[src/sv/acr_pkg.sv]
// ----------------------------------------------------------------------------
// acr_pkg
// types and constants shared by the arp cache responder
// ----------------------------------------------------------------------------
package acr_pkg;

   localparam int IP_W    = 32;
   localparam int MAC_W   = 48;
   localparam int TIME_W  = 40;
   localparam int ADDR_W  = 4;
   localparam int DATA_W  = 64;

   localparam logic [15:0]       MIN_ARP_LEN     = 16'd28;
   localparam logic [15:0]       HW_ETHERNET     = 16'd1;
   localparam logic [15:0]       PROTO_IPV4      = 16'h0800;
   localparam logic [7:0]        HW_ADDR_LEN     = 8'd6;
   localparam logic [7:0]        PROTO_ADDR_LEN  = 8'd4;
   localparam logic [15:0]       ARP_REQUEST     = 16'd1;
   localparam logic [TIME_W-1:0] DEFAULT_TIMEOUT = 40'd300000000;

   localparam logic REG_OWN_IP  = 1'b0;
   localparam logic REG_TIMEOUT = 1'b1;

   typedef enum logic [1:0] {
      OP_ARP     = 2'd0,
      OP_ADD     = 2'd1,
      OP_RESOLVE = 2'd2,
      OP_TICK    = 2'd3
   } acr_op_type;

   typedef enum logic [1:0] {
      STAT_DONE = 2'd0,
      STAT_HIT  = 2'd1,
      STAT_MISS = 2'd2,
      STAT_DROP = 2'd3
   } acr_status_type;

   typedef enum logic [2:0] {
      S_CLEAR,
      S_IDLE,
      S_HASH,
      S_READ,
      S_SCAN,
      S_FINISH
   } acr_state_type;

   typedef struct packed {
      logic              valid;
      logic [IP_W-1:0]   ip;
      logic [MAC_W-1:0]  mac;
      logic [TIME_W-1:0] stamp;
   } acr_entry_type;

   typedef struct packed {
      logic              match;
      logic              fresh;
      logic              older;
      logic [TIME_W-1:0] age;
   } acr_eval_type;

endpackage

[src/sv/acr_way_eval.sv]
// ----------------------------------------------------------------------------
// acr_way_eval
// shared way unit: address match, age, freshness and oldest compare
// ----------------------------------------------------------------------------
module acr_way_eval (
   input  acr_pkg::acr_entry_type      entry,
   input  logic [acr_pkg::IP_W-1:0]    key_ip,
   input  logic [acr_pkg::TIME_W-1:0]  time_now,
   input  logic [acr_pkg::TIME_W-1:0]  timeout,
   input  logic [acr_pkg::TIME_W-1:0]  oldest,
   output acr_pkg::acr_eval_type       result
);
   import acr_pkg::*;

   logic [TIME_W-1:0] age;

   assign age          = time_now - entry.stamp;
   assign result.age   = age;
   assign result.match = entry.valid && (entry.ip == key_ip);
   assign result.fresh = entry.valid && (age < timeout);
   assign result.older = age > oldest;
endmodule
[config.mk]
export PLATFORM = sky130hd
export DESIGN_NAME = acr_way_eval
export DESIGN_NICKNAME = d
export VERILOG_FILES = /design/src/sv/acr_pkg.sv /design/src/sv/acr_way_eval.sv
export SDC_FILE = /design/constraint.sdc
export NUM_CORES = 1
export LEC_CHECK = 0
export BUFFER_PORTS_ARGS = -buffer_cell sky130_fd_sc_hd__buf_2
export CAP_MARGIN = 10
export CORE_AREA = 2 2 124 126
export DETAILED_ROUTE_END_ITERATION = 6
export DIE_AREA = 0 0 126 128
export GPL_TIMING_DRIVEN = 0
export PLACE_DENSITY = 0.65
export SLEW_MARGIN = 10
export SYNTH_ARGS = -nofsm -noshare
export SYNTH_HDL_FRONTEND = slang
export SYNTH_SLANG_ARGS = --single-unit
[constraint.sdc]
create_clock -name vclk -period 7.7
set_clock_uncertainty 0.05 [all_clocks]
set_input_delay 0.385 -clock vclk [all_inputs]
set_output_delay 0.385 -clock vclk [all_outputs]
set_load 0.02 [all_outputs]
==> results by stage <==
Global route:
- The initial antenna violation count was 2.
- The via count of the first global-routing pass came to 5,265.
- After global routing the overflow that remains totals 0.
- The first global-routing pass estimated 24,200 um of wire.
- The global routing usage summed across all routing layers is 0.180.
- The pin count of the biggest net entering global routing is 11.

CTS:
- The number of hold buffers added after cts is 0.
- In this run, post-CTS repair resized a total of 0 instances.
- Once the clock tree was built, the setup fixing pass inserted 0 buffers.

Critical path:
- The last element of the critical path is result[40].
- Of all nets on the critical path, the largest fanout is 4.
- The endpoint type of the worst setup path is an output port.
- The worst setup path is launched from a primary input.
- The setup path with the least slack is of type in2out.
- The critical path goes through buf_2, ha_1, fa_1, nor2b_1, o2111ai_1, a21oi_1, o31ai_2, a21oi_2, a211oi_2, or3_1, and3_1, ha_1, a21o_1, a21o_1, a21o_1, a21o_1, a21oi_1, nor2b_1, o21ai_0, a21oi_1, buf_2.
- The most numerous cell type found on the critical path is a21o_1.
- The launching instance or port of the critical path is entry[0].
- STA puts the critical path data required time at 7.26 ns.
- The biggest cell delay along the critical path is 0.41 ns.
- On the critical path, the stage with the largest delay is an instance of fa_1.
- STA puts the critical path data arrival time at 4.67 ns.

Placement:
- The sum of net half-perimeters after detailed placement is 14,200 um.
- The final estimated routing congestion in global placement is 0.914.
- The post-placement worst setup slack is 2.70 ns.
- The number of placed instances, taps included is 1,113.
- The number of port buffers is 268.

Finish:
- After layout, the clock buffer instance count stands at 0.
- The register cell area after layout is 0 um^2.
- The number of sequential cells is 0.
- The area growth from synthesis to layout is 34.2%.
- For this run, the post-layout net count is 1,319.
- Counting the fill cells in the layout gives 1,643.
- The combined area of the multi-input logic cells is 0.00411 mm^2.
- For this run, the number of standard cells in the final layout without fillers is 1,114.
- The share of the core filled with cells in the final layout is 0.417.
- In the final layout, the share of cells above drive strength 1 is 0.301.

Logic synthesis:
- The synthesis warning total is 0.
- The post-synthesis cell count is 657.
- The largest area contributor in the synthesized netlist is ha_1.
- For this run, the register share of the synthesized area comes to 0.
- The number of distinct library cells after synthesis is 52.
- Of the post-synthesis cell area, the dominant cell type holds 0.320.
- Each instance of the synthesized netlist takes up on average 7.03 um^2.
- The number of nets handed over by synthesis was 1,049.
- The mapped cell area is 0.00462 mm^2.
- By area the synthesized netlist is led by ha_1 (32%), inv_1 (10%), a21o_1 (9.3%), xnor2_1 (8.9%), a21oi_1 (7.2%).

Detailed routing:
- In the final routed layout, each cell accounts on average for 13.7 um.
- The length of routed wiring on met1 is 6370 um.
- The count of nets left with antenna violations after detail routing is 0.
- The first detailed-routing pass ran for 4 iterations.
- The routed via count is 5,444.
- The sum of met3 wire segment lengths after detailed routing is 1060 um.
- Wire segments on met2 add up to 7500 um in the final route.
- In the routed layout, each cell is associated on average with a via count of 4.89.
- For this block, the routed nets add up to 15,300 um of wire.
- The violation count after the first detailed-routing iteration is 252.
- The top layer used by detailed routing is met5.
- For this run, design rule violations remaining after detail routing come to 0.

Power:
- The part of the power in combinational logic is 1.000.
- Across the VDD grid, the largest voltage drop is 0.0000463 V.
- The switching share of total power is 0.578.
- The part of the total power dissipated in sequential elements is 0.
- The switching power is 0.000379 W.
- The internal power of the cells totals 0.000278 W.
- In this run the static leakage power is 3.80 nW.
- The share of power burned in the clock network is 0.
- Power spread over the standard cell area amounts to 106 mW/mm^2.

Flow run:
- Max-cap violations in this run came to 0.

Timing:
- The post-layout worst setup margin is 2.60 ns.
- The portion of the clock cycle consumed by the worst path in the final layout is 0.663.
- The number of slew-limit violations in the final report is 0.
- For the pin with the worst max-slew slack, the measured transition is 0.650 ns.
- For the final routed database, the setup TNS stands at 0 ns.
- The final hold violation count was 0.
- Setup violations remaining at the end of the flow were counted as 0.
- The highest clock frequency the design can meet is 196 MHz.
- The worst slew margin relative to its limit is 0.562.
- The worst hold slack after final layout is 1.10 ns.
- Setup repair after global routing left no endpoint under its margin.
- The clock period minus worst slack is 5.10 ns.

Floorplan:
- The effective utilization at floorplan is 0.311.
- The floorplan die area is 0.0161 mm^2.
- The die is 128 um tall.
- The cell row count is 45.
- The die outline width is 126 um.
- The number of ports placed on the die boundary is 316.
- The core region area is 0.0149 mm^2.

Hold path:
- The startpoint identified for the worst hold timing path is entry[120].
- The min-delay analysis places its worst path in the category in2out.

Outcome:
- The flow ran to the end, and the final reports show no timing, DRC or antenna violations.
-- through the flow --
step	cell area, um^2	total power (W)
4_1_cts	6190	0.000661
3_5_place_dp	6190	0.000657
2_1_floorplan	4620	0.000443
3_3_place_gp	6190	0.000649
6_report	6190	0.000657
5_1_grt	6190	0.000741
-- worst max-delay path, delay by kind of cell --
family                   cells  cell delay [ns]
AO/OA/AOI/OAI               12             2.32
AND/OR/NAND/NOR              4             0.85
adder cells (fa/ha/maj)      3             0.82
buffers and inverters        2             0.28
-- metal layers --
metal / up-vias / track usage
li1: 2863 / -
met2: 208 / 0.344
met1: 2351 / 0.220
met5: - / 0
met3: 20 / 0.0167
met4: 2 / 0.0330
-- area by class of cell --
type                       instances  share of cell area
buffer                             7             0.00424
tap                              188              0.0380
antenna                            1            0.000404
multi-input combinational        522               0.663
inverter                         128              0.0776
timing repair buffer             268               0.217
-- logic make-up (layout without fill, tap and decap cells) --
group | count (synthesis) | after routing | share of synthesized area
AO/OA/AOI/OAI | 200 | 200 | 0.285
XOR/XNOR | 67 | 67 | 0.127
adder cells (fa/ha/maj) | 119 | 119 | 0.324
buffers and inverters | 135 | 403 | 0.110
multiplexers | 1 | 1 | 0.00217
other | 0 | 1 | 0
AND/OR/NAND/NOR | 135 | 135 | 0.151
-- synthesized netlist by cell type, types with 2 or more instances --
cell	n
a31oi_1	2
and3_1	5
clkbuf_1	7
nor2_1	27
a211oi_2	2
a21o_1	57
nand4_1	29
nand2b_1	6
o211ai_1	3
nand3_1	9
or3_1	4
xor2_1	20
inv_1	128
o21ai_0	26
o21bai_1	7
a21oi_1	66
o21a_1	5
a211oi_1	5
and2_1	3
ha_1	118
xnor2_1	47
nor2b_1	6
nor3_1	5
a211o_1	4
nand2_1	30
o31ai_1	5
nor4_1	6
-- cell usage in the layout, fill, tap and decap left out, types with 7 or more instances in the layout --
| master | n |
|---|---|
| nand3_1 | 9 |
| xnor2_1 | 47 |
| nand4_1 | 29 |
| clkbuf_1 | 7 |
| o21bai_1 | 7 |
| xor2_1 | 20 |
| nor2_1 | 27 |
| o21ai_0 | 26 |
| a21oi_1 | 66 |
| inv_1 | 128 |
| nand2_1 | 30 |
| a21o_1 | 57 |
| ha_1 | 118 |
| buf_2 | 268 |
-- power by group through the flow --
stage	Sequential, W	Clock [W]	Combinational [W]
after floorplan	0	0	0.000443
after global placement	0	0	0.000649
after detailed placement	0	0	0.000657
after CTS	0	0	0.000661
after global routing	0	0.0000000000174	0.000741
final	0	0.0000000000174	0.000657
-- worst min-delay path by stage --
stage,end,slack (ns),depth (start not counted)
after detailed placement,result[42],1.12,4
after global placement,result[42],1.12,4
final,result[42],1.10,4
after CTS,result[42],1.12,4
after floorplan,result[42],0.87,2
after global routing,result[42],1.13,4
Power figures use the tool's default switching activity.
